## src/rtl/tcg_pkg.sv

```systemverilog
`timescale 1ns / 1ps

package tcg_pkg;

  // Gesture codes carried by each result transaction.
  localparam logic [1:0] GEST_NONE   = 2'd0;
  localparam logic [1:0] GEST_CLICK  = 2'd1;
  localparam logic [1:0] GEST_DOUBLE = 2'd2;
  localparam logic [1:0] GEST_LONG   = 2'd3;

  // Configuration register indexes.
  localparam int unsigned CFG_IDX_W = 2;
  localparam logic [CFG_IDX_W-1:0] CFG_LONG_PRESS = 2'd0;
  localparam logic [CFG_IDX_W-1:0] CFG_DOUBLE_GAP = 2'd1;
  localparam logic [CFG_IDX_W-1:0] CFG_DOUBLE_SLOP = 2'd2;

  // Register reset values.
  localparam logic [15:0] LONG_PRESS_RST = 16'd2000;
  localparam logic [15:0] DOUBLE_GAP_RST = 16'd300;
  localparam logic [14:0] DOUBLE_SLOP_RST = 15'd30;

  // Configuration values as seen by the detector.
  typedef struct packed {
    logic [15:0] long_press_ms;
    logic [15:0] double_gap_ms;
    logic [14:0] double_slop;
  } cfg_t;

  // One touch report or idle poll.
  typedef struct packed {
    logic               report_valid;
    logic               pressed;
    logic [3:0]         point_count;
    logic [31:0]        report_time;
    logic [31:0]        now_time;
    logic signed [15:0] rel_x;
    logic signed [15:0] rel_y;
    logic [14:0]        widget_width;
    logic [14:0]        widget_height;
    logic               has_active;
    logic               move_consumed;
    logic               restart;
  } item_t;

endpackage

```

## src/rtl/tcg_if.sv

```systemverilog
`timescale 1ns / 1ps

// Input channel: touch reports and idle polls.
interface tcg_item_if;
  logic               valid;
  logic               ready;
  logic               report_valid;
  logic               pressed;
  logic [3:0]         point_count;
  logic [31:0]        report_time;
  logic [31:0]        now_time;
  logic signed [15:0] rel_x;
  logic signed [15:0] rel_y;
  logic [14:0]        widget_width;
  logic [14:0]        widget_height;
  logic               has_active;
  logic               move_consumed;
  logic               restart;

  modport source (
    output valid, report_valid, pressed, point_count, report_time, now_time,
           rel_x, rel_y, widget_width, widget_height, has_active, move_consumed,
           restart,
    input  ready
  );
  modport sink (
    input  valid, report_valid, pressed, point_count, report_time, now_time,
           rel_x, rel_y, widget_width, widget_height, has_active, move_consumed,
           restart,
    output ready
  );
endinterface

// Output channel: one gesture code per item.
interface tcg_result_if;
  logic       valid;
  logic       ready;
  logic [1:0] gesture;

  modport source (output valid, gesture, input ready);
  modport sink (input valid, gesture, output ready);
endinterface

// Configuration write channel.
interface tcg_cfg_if;
  logic                          valid;
  logic                          ready;
  logic [tcg_pkg::CFG_IDX_W-1:0] index;
  logic [15:0]                   data;

  modport source (output valid, index, data, input ready);
  modport sink (input valid, index, data, output ready);
endinterface

```

## src/rtl/tcg_cfg_regs.sv

```systemverilog
`timescale 1ns / 1ps

module tcg_cfg_regs (
  input  logic                          clk,
  input  logic                          rst,
  input  logic                          wr_en,
  input  logic [tcg_pkg::CFG_IDX_W-1:0] wr_index,
  input  logic [15:0]                   wr_data,
  output tcg_pkg::cfg_t                 cfg
);

  tcg_pkg::cfg_t regs;

  // Register file; writes to an unknown index are dropped.
  always_ff @(posedge clk) begin
    if (rst) begin
      regs.long_press_ms <= tcg_pkg::LONG_PRESS_RST;
      regs.double_gap_ms <= tcg_pkg::DOUBLE_GAP_RST;
      regs.double_slop   <= tcg_pkg::DOUBLE_SLOP_RST;
    end else if (wr_en) begin
      case (wr_index)
        tcg_pkg::CFG_LONG_PRESS:  regs.long_press_ms <= wr_data;
        tcg_pkg::CFG_DOUBLE_GAP:  regs.double_gap_ms <= wr_data;
        tcg_pkg::CFG_DOUBLE_SLOP: regs.double_slop   <= wr_data[14:0];
        default: ;
      endcase
    end
  end

  assign cfg = regs;

endmodule

```

## src/rtl/tcg_fsm.sv

```systemverilog
`timescale 1ns / 1ps

module tcg_fsm (
  input  logic           clk,
  input  logic           rst,
  input  logic           accept,
  input  tcg_pkg::item_t item,
  input  tcg_pkg::cfg_t  cfg,
  output logic [1:0]     gesture_next
);

  // Detector phases.
  localparam logic [1:0] PH_EDGE = 2'd0;
  localparam logic [1:0] PH_HOLD = 2'd1;
  localparam logic [1:0] PH_GAP  = 2'd2;

  logic [1:0]  phase, phase_next;
  logic        tap_index, tap_index_next;
  logic [31:0] mark_time, mark_time_next;
  logic [15:0] first_x, first_x_next, first_y, first_y_next;
  logic [15:0] second_x, second_x_next, second_y, second_y_next;
  logic        last_pressed, last_pressed_next;

  logic [31:0] elapsed;
  logic        long_expired, gap_expired;
  logic        press_edge;
  logic signed [16:0] dx, dy;
  logic [16:0] adx, ady;
  logic        too_far, off_widget;

  // Elapsed time since the mark, modulo 2^32.
  assign elapsed      = item.now_time - mark_time;
  assign long_expired = elapsed > {16'd0, cfg.long_press_ms};
  assign gap_expired  = elapsed > {16'd0, cfg.double_gap_ms};
  assign press_edge   = item.report_valid && item.pressed && !last_pressed &&
                        (item.point_count == 4'd1);

  // Per-axis distance between the two recorded taps.
  assign dx  = {first_x[15], first_x} - {second_x[15], second_x};
  assign dy  = {first_y[15], first_y} - {second_y[15], second_y};
  assign adx = dx[16] ? 17'(-dx) : 17'(dx);
  assign ady = dy[16] ? 17'(-dy) : 17'(dy);
  assign too_far = (adx > {2'b00, cfg.double_slop}) || (ady > {2'b00, cfg.double_slop});

  // A recorded tap lies outside when negative or beyond the widget size.
  assign off_widget =
      first_x[15]  || (first_x[14:0]  > item.widget_width)  ||
      first_y[15]  || (first_y[14:0]  > item.widget_height) ||
      second_x[15] || (second_x[14:0] > item.widget_width)  ||
      second_y[15] || (second_y[14:0] > item.widget_height);

  // Next state and gesture for the item on the input.  A restart clears the
  // sequence first; the release checks use the registered positions since a
  // restart always leads to the press-edge branch.
  always_comb begin
    phase_next        = phase;
    tap_index_next    = tap_index;
    mark_time_next    = mark_time;
    first_x_next      = first_x;
    first_y_next      = first_y;
    second_x_next     = second_x;
    second_y_next     = second_y;
    last_pressed_next = item.report_valid ? item.pressed : last_pressed;
    gesture_next      = tcg_pkg::GEST_NONE;

    if (item.restart) begin
      phase_next     = PH_EDGE;
      tap_index_next = 1'b0;
      first_x_next   = '0;
      first_y_next   = '0;
      second_x_next  = '0;
      second_y_next  = '0;
    end

    if (!item.report_valid || item.has_active) begin
      case (phase_next)
        PH_HOLD: begin
          if (item.report_valid) begin
            if (item.pressed && !item.move_consumed) begin
              // Unconsumed move refreshes time and position of this tap.
              mark_time_next = item.report_time;
              if (!tap_index) begin
                first_x_next = item.rel_x;
                first_y_next = item.rel_y;
              end else begin
                second_x_next = item.rel_x;
                second_y_next = item.rel_y;
              end
            end else if (!item.pressed) begin
              // Release: click, double click or nothing.
              if (off_widget) begin
                phase_next     = PH_EDGE;
                tap_index_next = 1'b0;
                first_x_next   = '0;
                first_y_next   = '0;
                second_x_next  = '0;
                second_y_next  = '0;
              end else if (!tap_index || too_far) begin
                tap_index_next = 1'b0;
                mark_time_next = item.report_time;
                phase_next     = PH_GAP;
                gesture_next   = tcg_pkg::GEST_CLICK;
              end else begin
                phase_next     = PH_EDGE;
                tap_index_next = 1'b0;
                first_x_next   = '0;
                first_y_next   = '0;
                second_x_next  = '0;
                second_y_next  = '0;
                gesture_next   = tcg_pkg::GEST_DOUBLE;
              end
            end else if (tap_index) begin
              // Consumed move on the second tap ends the sequence.
              phase_next     = PH_EDGE;
              tap_index_next = 1'b0;
              first_x_next   = '0;
              first_y_next   = '0;
              second_x_next  = '0;
              second_y_next  = '0;
            end else begin
              // Consumed move on the first tap: look for the second press.
              tap_index_next = 1'b1;
              phase_next     = PH_EDGE;
              if (press_edge) begin
                mark_time_next = item.report_time;
                second_x_next  = item.rel_x;
                second_y_next  = item.rel_y;
                phase_next     = PH_HOLD;
              end
            end
          end else if (long_expired) begin
            // Held too long: long click on the first tap only.
            gesture_next   = tap_index ? tcg_pkg::GEST_NONE : tcg_pkg::GEST_LONG;
            phase_next     = PH_EDGE;
            tap_index_next = 1'b0;
            first_x_next   = '0;
            first_y_next   = '0;
            second_x_next  = '0;
            second_y_next  = '0;
          end
        end
        PH_GAP: begin
          if (gap_expired || tap_index) begin
            phase_next     = PH_EDGE;
            tap_index_next = 1'b0;
            first_x_next   = '0;
            first_y_next   = '0;
            second_x_next  = '0;
            second_y_next  = '0;
          end else if (item.report_valid && item.pressed) begin
            tap_index_next = 1'b1;
            phase_next     = PH_EDGE;
            if (press_edge) begin
              mark_time_next = item.report_time;
              second_x_next  = item.rel_x;
              second_y_next  = item.rel_y;
              phase_next     = PH_HOLD;
            end
          end
        end
        default: begin
          // Waiting for a single-point press edge.
          if (phase_next != PH_EDGE) begin
            tap_index_next = 1'b0;
            first_x_next   = '0;
            first_y_next   = '0;
            second_x_next  = '0;
            second_y_next  = '0;
          end
          phase_next = PH_EDGE;
          if (press_edge) begin
            mark_time_next = item.report_time;
            phase_next     = PH_HOLD;
            if (!tap_index_next) begin
              first_x_next = item.rel_x;
              first_y_next = item.rel_y;
            end else begin
              second_x_next = item.rel_x;
              second_y_next = item.rel_y;
            end
          end
        end
      endcase
    end
  end

  // State registers, updated once per accepted transaction.
  always_ff @(posedge clk) begin
    if (rst) begin
      phase        <= PH_EDGE;
      tap_index    <= 1'b0;
      mark_time    <= '0;
      first_x      <= '0;
      first_y      <= '0;
      second_x     <= '0;
      second_y     <= '0;
      last_pressed <= 1'b0;
    end else if (accept) begin
      phase        <= phase_next;
      tap_index    <= tap_index_next;
      mark_time    <= mark_time_next;
      first_x      <= first_x_next;
      first_y      <= first_y_next;
      second_x     <= second_x_next;
      second_y     <= second_y_next;
      last_pressed <= last_pressed_next;
    end
  end

endmodule

```

## src/rtl/touch_click_gesture_detector_top.sv

```systemverilog
`timescale 1ns / 1ps

// Touch click gesture detector.
//
// The item channel carries touch reports (report_valid high) and idle polls
// (report_valid low) for the active widget. Each accepted transaction yields
// exactly one transaction on the result channel with a gesture code: none,
// click, double click or long click. Idle polls let held presses and the
// double-click gap time out against now_time.
// The cfg channel writes the long-press time, double-click gap and slop;
// it is always ready and should be used only while no result is pending.
// The result of an item accepted at one clock edge is registered and offered
// from the next. Throughput is one item per cycle, set by the single
// output register; the detector state updates in the same cycle.
// If the receiver stalls, the pending result is held and one more item is
// taken only in a cycle where the pending result leaves.
// Reset (rst, synchronous) empties the output register, returns the
// detector to waiting for a first press and restores register defaults.

module touch_click_gesture_detector_top (
  input logic          clk,
  input logic          rst,
  tcg_item_if.sink     item,
  tcg_result_if.source result,
  tcg_cfg_if.sink      cfg
);

  tcg_pkg::item_t item_data;
  tcg_pkg::cfg_t  cfg_values;
  logic           item_accept;
  logic [1:0]     gesture_next;
  logic           out_valid;
  logic [1:0]     out_gesture;

  // Bundle the input payload.
  assign item_data.report_valid  = item.report_valid;
  assign item_data.pressed       = item.pressed;
  assign item_data.point_count   = item.point_count;
  assign item_data.report_time   = item.report_time;
  assign item_data.now_time      = item.now_time;
  assign item_data.rel_x         = item.rel_x;
  assign item_data.rel_y         = item.rel_y;
  assign item_data.widget_width  = item.widget_width;
  assign item_data.widget_height = item.widget_height;
  assign item_data.has_active    = item.has_active;
  assign item_data.move_consumed = item.move_consumed;
  assign item_data.restart       = item.restart;

  // Accept while the output register is empty or being emptied.
  assign item.ready  = !out_valid || result.ready;
  assign item_accept = item.valid && item.ready;
  assign cfg.ready   = 1'b1;

  tcg_cfg_regs u_cfg_regs (
    .clk      (clk),
    .rst      (rst),
    .wr_en    (cfg.valid),
    .wr_index (cfg.index),
    .wr_data  (cfg.data),
    .cfg      (cfg_values)
  );

  tcg_fsm u_fsm (
    .clk          (clk),
    .rst          (rst),
    .accept       (item_accept),
    .item         (item_data),
    .cfg          (cfg_values),
    .gesture_next (gesture_next)
  );

  // Output register.
  always_ff @(posedge clk) begin
    if (rst) begin
      out_valid <= 1'b0;
    end else if (item_accept) begin
      out_valid <= 1'b1;
    end else if (result.ready) begin
      out_valid <= 1'b0;
    end
  end

  always_ff @(posedge clk) begin
    if (item_accept) begin
      out_gesture <= gesture_next;
    end
  end

  assign result.valid   = out_valid;
  assign result.gesture = out_gesture;

endmodule
```

## src/flat_wrapper.sv

```systemverilog
// flat-port wrapper written by rule: the top's interface ports become plain ports
module touch_click_gesture_detector_top_flat 
  (clk, rst, item_valid, item_report_valid, item_pressed, item_point_count, item_report_time, item_now_time, item_rel_x, item_rel_y, item_widget_width, item_widget_height, item_has_active, item_move_consumed, item_restart, item_ready, result_valid, result_gesture, result_ready, cfg_valid, cfg_index, cfg_data, cfg_ready);
  tcg_item_if item_i ();
  tcg_result_if result_i ();
  tcg_cfg_if cfg_i ();
  input logic clk;
  input logic rst;
  input wire logic [$bits(item_i.valid)-1:0] item_valid;
  input wire logic [$bits(item_i.report_valid)-1:0] item_report_valid;
  input wire logic [$bits(item_i.pressed)-1:0] item_pressed;
  input wire logic [$bits(item_i.point_count)-1:0] item_point_count;
  input wire logic [$bits(item_i.report_time)-1:0] item_report_time;
  input wire logic [$bits(item_i.now_time)-1:0] item_now_time;
  input wire logic [$bits(item_i.rel_x)-1:0] item_rel_x;
  input wire logic [$bits(item_i.rel_y)-1:0] item_rel_y;
  input wire logic [$bits(item_i.widget_width)-1:0] item_widget_width;
  input wire logic [$bits(item_i.widget_height)-1:0] item_widget_height;
  input wire logic [$bits(item_i.has_active)-1:0] item_has_active;
  input wire logic [$bits(item_i.move_consumed)-1:0] item_move_consumed;
  input wire logic [$bits(item_i.restart)-1:0] item_restart;
  output wire logic [$bits(item_i.ready)-1:0] item_ready;
  output wire logic [$bits(result_i.valid)-1:0] result_valid;
  output wire logic [$bits(result_i.gesture)-1:0] result_gesture;
  input wire logic [$bits(result_i.ready)-1:0] result_ready;
  input wire logic [$bits(cfg_i.valid)-1:0] cfg_valid;
  input wire logic [$bits(cfg_i.index)-1:0] cfg_index;
  input wire logic [$bits(cfg_i.data)-1:0] cfg_data;
  output wire logic [$bits(cfg_i.ready)-1:0] cfg_ready;
  assign item_i.valid = item_valid;
  assign item_i.report_valid = item_report_valid;
  assign item_i.pressed = item_pressed;
  assign item_i.point_count = item_point_count;
  assign item_i.report_time = item_report_time;
  assign item_i.now_time = item_now_time;
  assign item_i.rel_x = item_rel_x;
  assign item_i.rel_y = item_rel_y;
  assign item_i.widget_width = item_widget_width;
  assign item_i.widget_height = item_widget_height;
  assign item_i.has_active = item_has_active;
  assign item_i.move_consumed = item_move_consumed;
  assign item_i.restart = item_restart;
  assign item_ready = item_i.ready;
  assign result_valid = result_i.valid;
  assign result_gesture = result_i.gesture;
  assign result_i.ready = result_ready;
  assign cfg_i.valid = cfg_valid;
  assign cfg_i.index = cfg_index;
  assign cfg_i.data = cfg_data;
  assign cfg_ready = cfg_i.ready;
  touch_click_gesture_detector_top u_core (.clk(clk), .rst(rst), .item(item_i), .result(result_i), .cfg(cfg_i));
endmodule
```

## config.mk

```make
export PLATFORM = sky130hd
export DESIGN_NAME = touch_click_gesture_detector_top_flat
export DESIGN_NICKNAME = d
export VERILOG_FILES = /design/src/rtl/tcg_pkg.sv /design/src/rtl/tcg_if.sv /design/src/rtl/tcg_cfg_regs.sv /design/src/rtl/tcg_fsm.sv /design/src/rtl/touch_click_gesture_detector_top.sv /design/src/flat_wrapper.sv
export SDC_FILE = /design/constraint.sdc
export NUM_CORES = 1
export LEC_CHECK = 0
export ABC_AREA = 1
export BUFFER_PORTS_ARGS = -buffer_cell sky130_fd_sc_hd__buf_2
export CAP_MARGIN = 40
export CORE_UTILIZATION = 45
export DETAILED_ROUTE_END_ITERATION = 8
export PLACE_DENSITY_LB_ADDON = 0.12
export SLEW_MARGIN = 20
export SYNTH_ARGS = -nofsm -noshare
export SYNTH_HDL_FRONTEND = slang
export SYNTH_HIERARCHICAL = 1
export SYNTH_SLANG_ARGS = --single-unit
```

## constraint.sdc

```tcl
create_clock -name clk -period 5.4 [get_ports clk]
set_input_delay 0.27 -clock clk [delete_from_list [all_inputs] [get_ports clk]]
set_output_delay 0.27 -clock clk [all_outputs]
set_load 0.01 [all_outputs]
```

After elaboration in Yosys (flattened, before gate mapping):

Index checks and enable logic that the tools add are counted.

* flip-flop bits (word level): 150
* latch bits: 0
* RAM bits: 0
* ROM bits: 0
* output and inout port bits: 5
* word-level logic and storage cells: 180
* memories kept: 0

* add/sub/neg operators: 5
* $mul: 0
* divide/modulo/power cells: 0
* order comparisons: 8
* eq/ne operators: 11
* shifts and indexed selects: 0
* muxes and demuxes: 111
* bitwise gates (word level): 0
* reduce and logical (&&, ||, !) cells: 32

Operators with widths (number)
* $mux 16: 60
* $mux 32: 9
* $pmux 16 s2: 4
* $gt 32x16->1: 2
* $pmux 32 s2: 1
* $gt 15x15->1: 4
* $gt 17x15->1: 2
* $mux 17: 2
* $mux 2: 17
* $neg 17->17: 2
* $sub 16x16->17: 2
* $sub 32x32->32: 1
* $mux 1: 16
* $logic_or 1x1->1: 12
* $ne 4x4->1 const B: 3
* $reduce_and 2->1: 5
* $reduce_and 8->1: 1
* $ne 2x2->1 const B: 3
* $logic_and 1x1->1: 5
* $logic_not 1->1: 5
* $eq 2x1->1 const B: 2
* $eq 2x2->1 const B: 2
* $eq 4x1->1 const B: 1
* $pmux 2 s2: 1
* other kinds (4): 5

Depth between registers and ports, before layout:

Gate-level depths: netlist (run 1).

* depth after elaboration: 14
* depth in mapped cells: 44

Cells and area by module:

Netlist (run 1), hierarchy kept.

By module, submodules not included
* tcg_fsm: times used 1, cells an instance 3384, area each 18779.3 um^2, seq. area each 2001.9 um^2
* tcg_cfg_regs: times used 1, cells an instance 279, area each 1915.6 um^2, seq. area each 940.9 um^2
* touch_click_gesture_detector_top: times used 1, cells an instance 10, area each 118.9 um^2, seq. area each 80.1 um^2

Least setup slack after synthesis (run 1):

No wires, ideal clock.

* path kind: register to register
* start: register u_core.u_fsm.first_y[0]
* end: register u_core.u_fsm.first_x[11]
* data arrival time: 4.318 ns
* setup slack: 0.940 ns
* stages on the path, launching flop included: 41
* cell sequence: dfxtp_1 > inv_1 > ha_1 > fa_1 > inv_1 > nand3_1 > nand2_1 > nand2_1 > nand2_1 > nand2_1 > nand2_1 > nand2_1 > nand2_1 > nand2_1 > nand2_1 > clkbuf_1 > inv_1 > o21ai_0 > (+5 left out) > a21boi_0 > nor2_1 > nand2_1 > nor2_2 > nand2_4 > nand3_4 > nand2_4 > buf_8 > nand2_1 > nand2_1 > nand2_1 > nand2_1 > nand2_1 > nand2_1 > nand2_1 > nand2_1 > nand2_1 > a21oi_2

* word-level cells in the longest chain between the ends: 13

RTL lines
* start, declared: line tcg_fsm.sv:20 `logic [15:0] first_x, first_x_next, first_y, first_y_next;`
* start signal, assigned: line tcg_fsm.sv:203 `first_y <= first_y_next;`
* $sub 16x16->17: line tcg_fsm.sv:40 `assign dy = {first_y[15], first_y} - {second_y[15], second_y};`
* $neg 17->17: line tcg_fsm.sv:42 `assign ady = dy[16] ? 17'(-dy) : 17'(dy);`
* $mux 17: line tcg_fsm.sv:42
* $gt 17x15->1: line tcg_fsm.sv:43 `assign too_far = (adx > {2'b00, cfg.double_slop}) || (ady > {2'b00, cfg.double_slop});`
* $logic_or 1x1->1: line tcg_fsm.sv:43
* $logic_or 1x1->1: line tcg_fsm.sv:98 `end else if (!tap_index || too_far) begin`
* $mux 16: line tcg_fsm.sv:98
* $mux 16 *: line tcg_fsm.sv:91 `if (off_widget) begin`
* $mux 16 *: line tcg_fsm.sv:89 `end else if (!item.pressed) begin`
* $mux 16 *: line tcg_fsm.sv:79 `if (item.pressed && !item.move_consumed) begin`
* $mux 16 *: line tcg_fsm.sv:78 `if (item.report_valid) begin`
* $pmux 16 s2 *: line tcg_fsm.sv:76 `case (phase_next)`
* $mux 16 *: line tcg_fsm.sv:75 `if (!item.report_valid || item.has_active) begin`
* end signal, assigned: line tcg_fsm.sv:202 `first_x <= first_x_next;`
* end, declared: line tcg_fsm.sv:20

Every way passes the cells marked *; elsewhere a longest branch is shown, timed or not.
A chain may end at the register's enable or synchronous reset.

Worst setup path after layout (run 1):

* start: register u_core.u_fsm.first_y[0]
* end: register u_core.u_fsm.first_y[2]

* word-level cells in the longest chain between the ends: 13

RTL lines (line)
* $sub 16x16->17: tcg_fsm.sv:40
* $neg 17->17: tcg_fsm.sv:42
* $mux 17: tcg_fsm.sv:42
* $gt 17x15->1: tcg_fsm.sv:43
* $logic_or 1x1->1: tcg_fsm.sv:43
* $logic_or 1x1->1: tcg_fsm.sv:98
* $mux 16: tcg_fsm.sv:98
* $mux 16 *: tcg_fsm.sv:91
* $mux 16 *: tcg_fsm.sv:89
* $mux 16 *: tcg_fsm.sv:79
* $mux 16 *: tcg_fsm.sv:78
* $pmux 16 s2 *: tcg_fsm.sv:76
* $mux 16 *: tcg_fsm.sv:75

Marked as above.

==> results of run 1 <==
[registers in the layout (all words and copies together), names as in the netlist]
signal / flops
u_core/u_fsm/tap_index: 1
u_core/u_fsm/last_pressed: 1
u_core/result.gesture: 2
u_core/u_fsm/first_y: 16
u_core/u_fsm/phase: 2
u_core/u_fsm/second_x: 16
u_core/u_cfg_regs/cfg: 47
u_core/u_fsm/mark_time: 32
u_core/u_fsm/second_y: 16
u_core/result.valid: 1
u_core/u_fsm/first_x: 16
[worst max-delay path: cells and delay by family (launching register included)]
kind	cells	cell delay [ns]
simple gates	20	1.86
compound gates	6	0.82
flops	1	0.34
xor+xnor	1	0.18
fa+ha+maj	4	1.24
buf+inv	2	0.26
[power by group]
part,internal [mW],total (mW),switching (mW)
registers,1.16,1.21,0.0496
logic,0.864,2.41,1.55
clock network,0.663,1.31,0.649
[cells by family (layout without fill, tap and decap cells)]
| family | count (synthesis) | in the layout | synth area share [%] |
|---|---|---|---|
| xor+xnor | 53 | 53 | 2.27 |
| buf+inv | 676 | 747 | 12.6 |
| simple gates | 1799 | 1800 | 35.1 |
| other cells | 1 | 1 | 0.0180 |
| flops | 150 | 150 | 14.5 |
| fa+ha+maj | 193 | 193 | 11.7 |
| compound gates | 801 | 801 | 23.8 |
[final timing paths]
kind,start,depth (start not counted),slack (ns),end
max,u_core/u_fsm/first_y[0],33,0.54,u_core/u_fsm/first_y[2]
max reg2reg,u_core/u_fsm/first_y[0],33,0.54,u_core/u_fsm/first_y[2]
min,cfg_data[7],3,0.03,u_core/u_cfg_regs/cfg[22]
min reg2reg,u_core/u_cfg_regs/cfg[38],2,0.46,u_core/u_cfg_regs/cfg[38]
[layout make-up]
cell class	count	share of cell area, %
Clock inverter	15	0.754
Sequential cell	150	13.1
Tap cell	600	3.25
Timing Repair Buffer	245	7.14
Multi-Input combinational cell	2848	66.2
Inverter	470	7.68
Clock buffer	17	1.84
[layout by cell type (no fill, tap or decap), types with 11 or more instances in the layout]
cell type / netlist / final
a21oi_1: 387 / 386
a21oi_2: 26 / 26
xor2_1: 45 / 45
buf_12: 0 / 12
o311ai_0: 60 / 60
dfxtp_1: 148 / 145
nand4_1: 45 / 45
nand2_1: 1227 / 1224
nor3_1: 14 / 13
ha_1: 190 / 185
nor2_1: 309 / 303
a211oi_2: 30 / 30
clkbuf_16: 0 / 17
inv_2: 12 / 16
o21ai_0: 154 / 152
nor2_2: 7 / 11
o21ai_1: 21 / 22
buf_2: 27 / 160
nand3_1: 153 / 153
o2111ai_1: 55 / 55
o21bai_1: 11 / 11
buf_4: 6 / 65
inv_1: 453 / 446
o211ai_1: 13 / 13
[timing repair]
action,4_1_cts,5_1_grt
gates resized for setup,0,30
hold endpoints to repair,4,0
endpoints found under the setup margin,0,85
buffers inserted,0,7
hold buffers,4,0
[stage by stage]
step	utilization (%)	instances
detailed placement	48.9	4300
finish	50.7	4345
CTS	50.3	4336
global placement	48.7	4296
global route	50.7	4345
floorplan	-	3673
[layer usage]
metal  up-vias  track usage [%]  part of all wire (%)
li1      12200                -                     -
met1     10600             42.4                    42
met2      1153             51.2                    44
met3       169             6.76                   9.9
met4         4             13.5                   3.6
met5         -                0                 0.030
==> summary.txt, run 1 <==
STA
  – Final Hold Slack: around 0.033 ns
  – Max Slew Vio Count: 0
  – Period Utilization, post-route: around 90%
  – Worst Tran Pin Value: between 0.8 and 0.9 ns
  – Final Hold Fails: 0
  – Setup TNS Final: 0 ns
  – Final min period: just under 5 ns
  – Max Freq: 206 MHz
  – Setup Skew: between 0.01 and 0.015 ns
  – Fin worst setup slack: between 0.5 and 0.6 ns
  – Number of setup violations in the final report: 0
  – Max-slew headroom: between 40% and 50%

Worst setup path
  – Worst setup SP type: flop
  – WP data required: 5.77 ns
  – Worst Setup End Kind: flop
  – Worst EP arrival: around 5.2 ns
  – CP max stage cell: fa_2
  – Worst setup path category: reg -> reg
  – Top cell by count, worst path: nand2_1
  – CP peak stage delay: around 0.56 ns
  – Largest fanout on the critical path: 10

Yosys
  – Synth Register Bits: 150
  – Post-synth top area share: ~22%
  – Synth Warn #: 6
  – Synthesized Nets: approximately 4,000
  – Syn Area/Cell: 5.67 µm²
  – Async SR Flop Fraction: 0%
  – Ranking of synthesized cells by area: nand2_1 22%, dfxtp_1 14%, ha_1 11%, a21oi_1 9.3%, inv_1 8.2%
  – Sequential element share of the synthesized area: approximately 15%
  – Cells after Synth: 3,673
  – Syn Std Cell Area: approximately 21,000 µm²
  – Area leader, netlist: nand2_1
  – List of most frequent post-synthesis cells: 1,227 x nand2_1, 453 x inv_1, 387 x a21oi_1
  – EDFF count, synth: 2
  – Main synth FF type: dfxtp_1
  – Count leader, synth: nand2_1
  – Cell variety after synth: 57

Floorplan
  – Die Area: 47,100 µm²
  – Starting Density: between 40% and 50%
  – Die H: approximately 220 µm
  – # IOs: between 150 and 200
  – Rows: 78
  – Die width: 217 µm
  – Total core area: roughly 45,000 µm²

Global route
  – Total track usage: 32.3%
  – Largest net degree at the start of global routing: about 70
  – Gr ovfl total: 0
  – First-pass GRT wire length: between 100,000 and 150,000 µm
  – Vias in the first global route: between 20,000 and 25,000
  – Initial antenna violation count: 2

Placement
  – DP Worst Slack: approximately 0.34 ns
  – Area after DPL: approximately 22,000 µm²
  – Final HPWL DP: 53,200 µm
  – PortBufs: 161
  – GPL Wtd Cong: ~0.95

Layout
  – FF/Latch Area: about 3000 µm²
  – Final instance area: around 23,000 µm²
  – Area Overhead vs Synth: 10.8%
  – Multi-input gate area: 15,300 µm²
  – NumNets Final: around 4,000
  – # fillers: roughly 5,000
  – ANT cells: 0
  – Layout cells sized above 1: a little over a tenth

Job
  – MaxCap Viol Count: 0

Detailed routing
  – WL final: ~77,000 µm
  – Router iterations before antenna repair: 8
  – Vias: roughly 24,000
  – DRT iter0 DRCs: roughly 2,600
  – Final antenna-violating net count: 0
  – Via/cell ratio: approximately 5.6
  – Post-route DRC violation count: 0
  – DR WL/cell: ~18 µm

Power and ir drop
  – Total power: approximately 4.9 mW
  – Peak supply drop: 0.273 mV
  – PD cells: between 200 and 250 nW/µm²
  – Leak pwr: 11.2 nW

Clock tree
  – Clock root buffer: clkbuf_16
  – Clk sink count: 150
  – Clk_lat worst skew: roughly 0.5 ns
  – Worst-path clk slew: roughly 0.080 ns
  – H-tree lvl count: 4
  – CTS tree: done
  – Num CTS Buffers: 17
  – CTS max path bufs: 2

Status
  – Status: completed

Min path
  – Worst min-delay path class: in -> reg
No activity file was read; power rests on OpenSTA's default activity.
==> run 2: changes to the inputs <==
--- a/config.mk
+++ b/config.mk
@@ -11,6 +11,7 @@
 export CORE_UTILIZATION = 45
 export DETAILED_ROUTE_END_ITERATION = 8
 export PLACE_DENSITY_LB_ADDON = 0.12
+export RECOVER_POWER = 100
 export SLEW_MARGIN = 20
 export SYNTH_ARGS = -nofsm -noshare
 export SYNTH_HDL_FRONTEND = slang
==> constraint.sdc (replaced) <==
create_clock -name clk -period 6.2 [get_ports clk]
set_input_delay 0.31 -clock clk [delete_from_list [all_inputs] [get_ports clk]]
set_output_delay 0.31 -clock clk [all_outputs]
set_load 0.01 [all_outputs]
==> run 2 against run 1 <==
Net effect:
- the flow now finishes with violations (max-capacitance violations, max-slew violations)
- combinational power fell by 17%
- global-route usage down 1.1 points
- critical path type unchanged
- clock skew grew 0.0044 ns
- clock power shrank 13%
- register-to-register slack worse by 0.22 ns
- wire length down 3.2%
- critical endpoint is now u_core/u_fsm/tap_index
- via count shrank 1.6%
- sequential power fell by 13%
- non-clock buffer count decreased by 42
- die area unchanged
- count of clock-buffer cells in the layout unchanged
- hold slack worse by 0.00066 ns
==> summary.txt, run 2 (same netlist as run 1, synthesis figures left out) <==
STA
  – Setup Skew: 0.0159 ns (+0.00439 ns)
  – Setup TNS Final: 0 ns (unchanged)
  – Final Hold Slack: 0.0323 ns (-0.000659 ns)
  – Period Utilization, post-route: 94.9% (+4.8 points)
  – Max-slew headroom: -65.3% (-110 points)
  – Final Hold Fails: 0 (unchanged)
  – Max Slew Vio Count: 178 (+178)
  – Max Freq: 170 MHz (-17%)
  – Number of setup violations in the final report: 0 (unchanged)
  – Worst Tran Pin Value: 2.48 ns (+1.63 ns)
  – RSZ-0062 raised after global routing: no
  – Final min period: 5.88 ns (+1.02 ns)

Detailed routing
  – Vias: 23,800 (-1.6%)
  – WL final: 74,300 µm (-3.2%)
  – Post-route DRC violation count: 0 (unchanged)
  – DR WL/cell: 17.3 µm (-2.2%)
  – Final antenna-violating net count: 0 (unchanged)
  – Router iterations before antenna repair: 6 (-2)
  – DRT iter0 DRCs: 2,101 (-19%)
  – Via/cell ratio: 5.52 (-0.60%)

Global route
  – Largest net degree at the start of global routing: 92 (+30%)
  – Gr ovfl total: 0 (unchanged)
  – Vias in the first global route: 21,200 (-3.2%)
  – Total track usage: 31.2% (-1.1 points)
  – First-pass GRT wire length: 116,000 µm (-3.3%)
  – Initial antenna violation count: 2 (unchanged)

Status
  – Failing checks: max-capacitance violations, max-slew violations
  – Status: finished, violations left

Clock tree
  – Gates resized, CTS repair: 0 (unchanged)
  – Clk sink count: 150 (unchanged)
  – CTS tree: done
  – Worst-path clk slew: 0.08 ns (about the same)
  – CTS Hold Bufs: 0 (-4)
  – Clk_lat worst skew: 0.52 ns (about the same)
  – Clock root buffer: clkbuf_16
  – H-tree lvl count: 4 (unchanged)
  – Num CTS Buffers: 17 (unchanged)
  – Setup bufs post-CTS: 0 (unchanged)
  – CTS max path bufs: 2 (unchanged)

Power and ir drop
  – PD cells: 186 nW/µm² (-13%)
  – Total power: 4.19 mW (-15%)
  – Leak pwr: 10.9 nW (-2.4%)
  – Peak supply drop: 0.260 mV (-4.7%)

Floorplan
  – Die Area: 47,100 µm² (unchanged)
  – Starting Density: 45.8% (unchanged)
  – Die H: 217 µm (unchanged)
  – # IOs: 163 (unchanged)
  – Die width: 217 µm (unchanged)
  – Rows: 78 (unchanged)
  – Total core area: 45,500 µm² (unchanged)

Layout
  – ANT cells: 0 (unchanged)
  – Most frequent cells in the layout: 1,228 x nand2_1, 449 x inv_1, 397 x a21oi_1
  – Max reg flops: 47 (unchanged)
  – Layout cells sized above 1: 8.51% (-2.4 points)
  – NumNets Final: 4,040 (-1.1%)
  – Most common cell after layout, fill and taps aside: nand2_1
  – Area Overhead vs Synth: 8.09%

Worst setup path
  – Largest fanout on the critical path: 63 (+53)
  – Worst setup path category: reg -> reg
  – Worst EP arrival: 6.29 ns (+1.06 ns)
  – R2R setup slack: 0.32 ns (-0.22 ns)
  – Worst Setup End Kind: flop
  – Worst setup SP type: flop
  – WP data required: 6.61 ns (+0.84 ns)

Placement
  – Final HPWL DP: 51,200 µm (-3.8%)
  – PortBufs: 161 (unchanged)
  – GPL Wtd Cong: 0.927 (-2.0%)

Min path
  – Worst min-delay path class: in -> reg

Job
  – MaxCap Viol Count: 4 (+4)
==> run 2: cell count changes in the layout (fill, tap and decap cells not counted), sizes merged <==
cell           delta
inv               -4
clkinvlp          -1
buf              -49
dlygate4sd3       -4
bufinv            -1
clkbuf           +10
nand2             -1
clkinv            +6
clkdlybuf4s18     +1
==> run 2: area by class of cell <==
class	count	area (µm²)
Tap cell	600	751
Fill cell	5036	23000
Inverter	470	1770
Timing Repair Buffer	203	1220
Sequential cell	150	3020
Clock inverter	15	196
Clock buffer	17	425
Multi-Input combinational cell	2847	15100
==> run 2: critical path: stages, from the launching register on <==
cell      delay, ns
dfxtp_1        0.41
ha_1           0.17
inv_1          0.06
fa_1           0.46
nand3_1        0.12
nand2_1        0.10
a21oi_1        0.25
clkinv_1       0.14
nand2_1        0.07
nand2_1        0.10
nand2_1        0.08
nand2_1        0.10
xor2_1         0.29
ha_1           0.31
nand4_1        0.18
o221ai_1       0.21
a21oi_4        0.14
clkbuf_1       0.18
clkbuf_2       1.31
o21ai_2        0.36
o21bai_1       0.24
nand2_1        0.07
nand2_1        0.06
nand2_1        0.05
nand3_1        0.09
nand2_1        0.07
a21oi_1        0.12
==> run 2: through the flow <==
| stage | utilization, % | area (µm²) | std cells | setup slack (ns) |
|---|---|---|---|---|
| floorplan | - | 20800 | 3673 | 1.74 |
| global placement | 48.1 | 21900 | 4263 | 0.740 |
| detailed placement | 48.3 | 22000 | 4268 | 0.739 |
| CTS | 49.7 | 22600 | 4300 | 0.688 |
| global route | 49.5 | 22500 | 4302 | 0.0671 |
| finish | 49.5 | 22500 | 4302 | 0.318 |
==> run 2: final timing paths <==
path,depth (start not counted),end,start
setup / recovery,26,u_core/u_fsm/tap_index,u_core/u_fsm/mark_time[0]
hold / removal,3,u_core/u_cfg_regs/cfg[30],cfg_data[15]
setup reg to reg,26,u_core/u_fsm/tap_index,u_core/u_fsm/mark_time[0]
hold reg to reg,2,u_core/u_cfg_regs/cfg[4],u_core/u_cfg_regs/cfg[4]
==> run 2: routing by layer <==
layer	vias to the layer above	part of all wire, %	GRT usage, %
met5	-	0.030	0
met4	4	2.6	11.0
met3	109	8.5	6.02
met2	923	45	50.5
met1	10600	43	41.0
li1	12100	-	-
==> run 2: report_power, final <==
part,total (mW),internal [mW],switching (mW)
clock network,1.14,0.550,0.589
registers,1.05,1.01,0.0443
logic,2.00,0.689,1.31
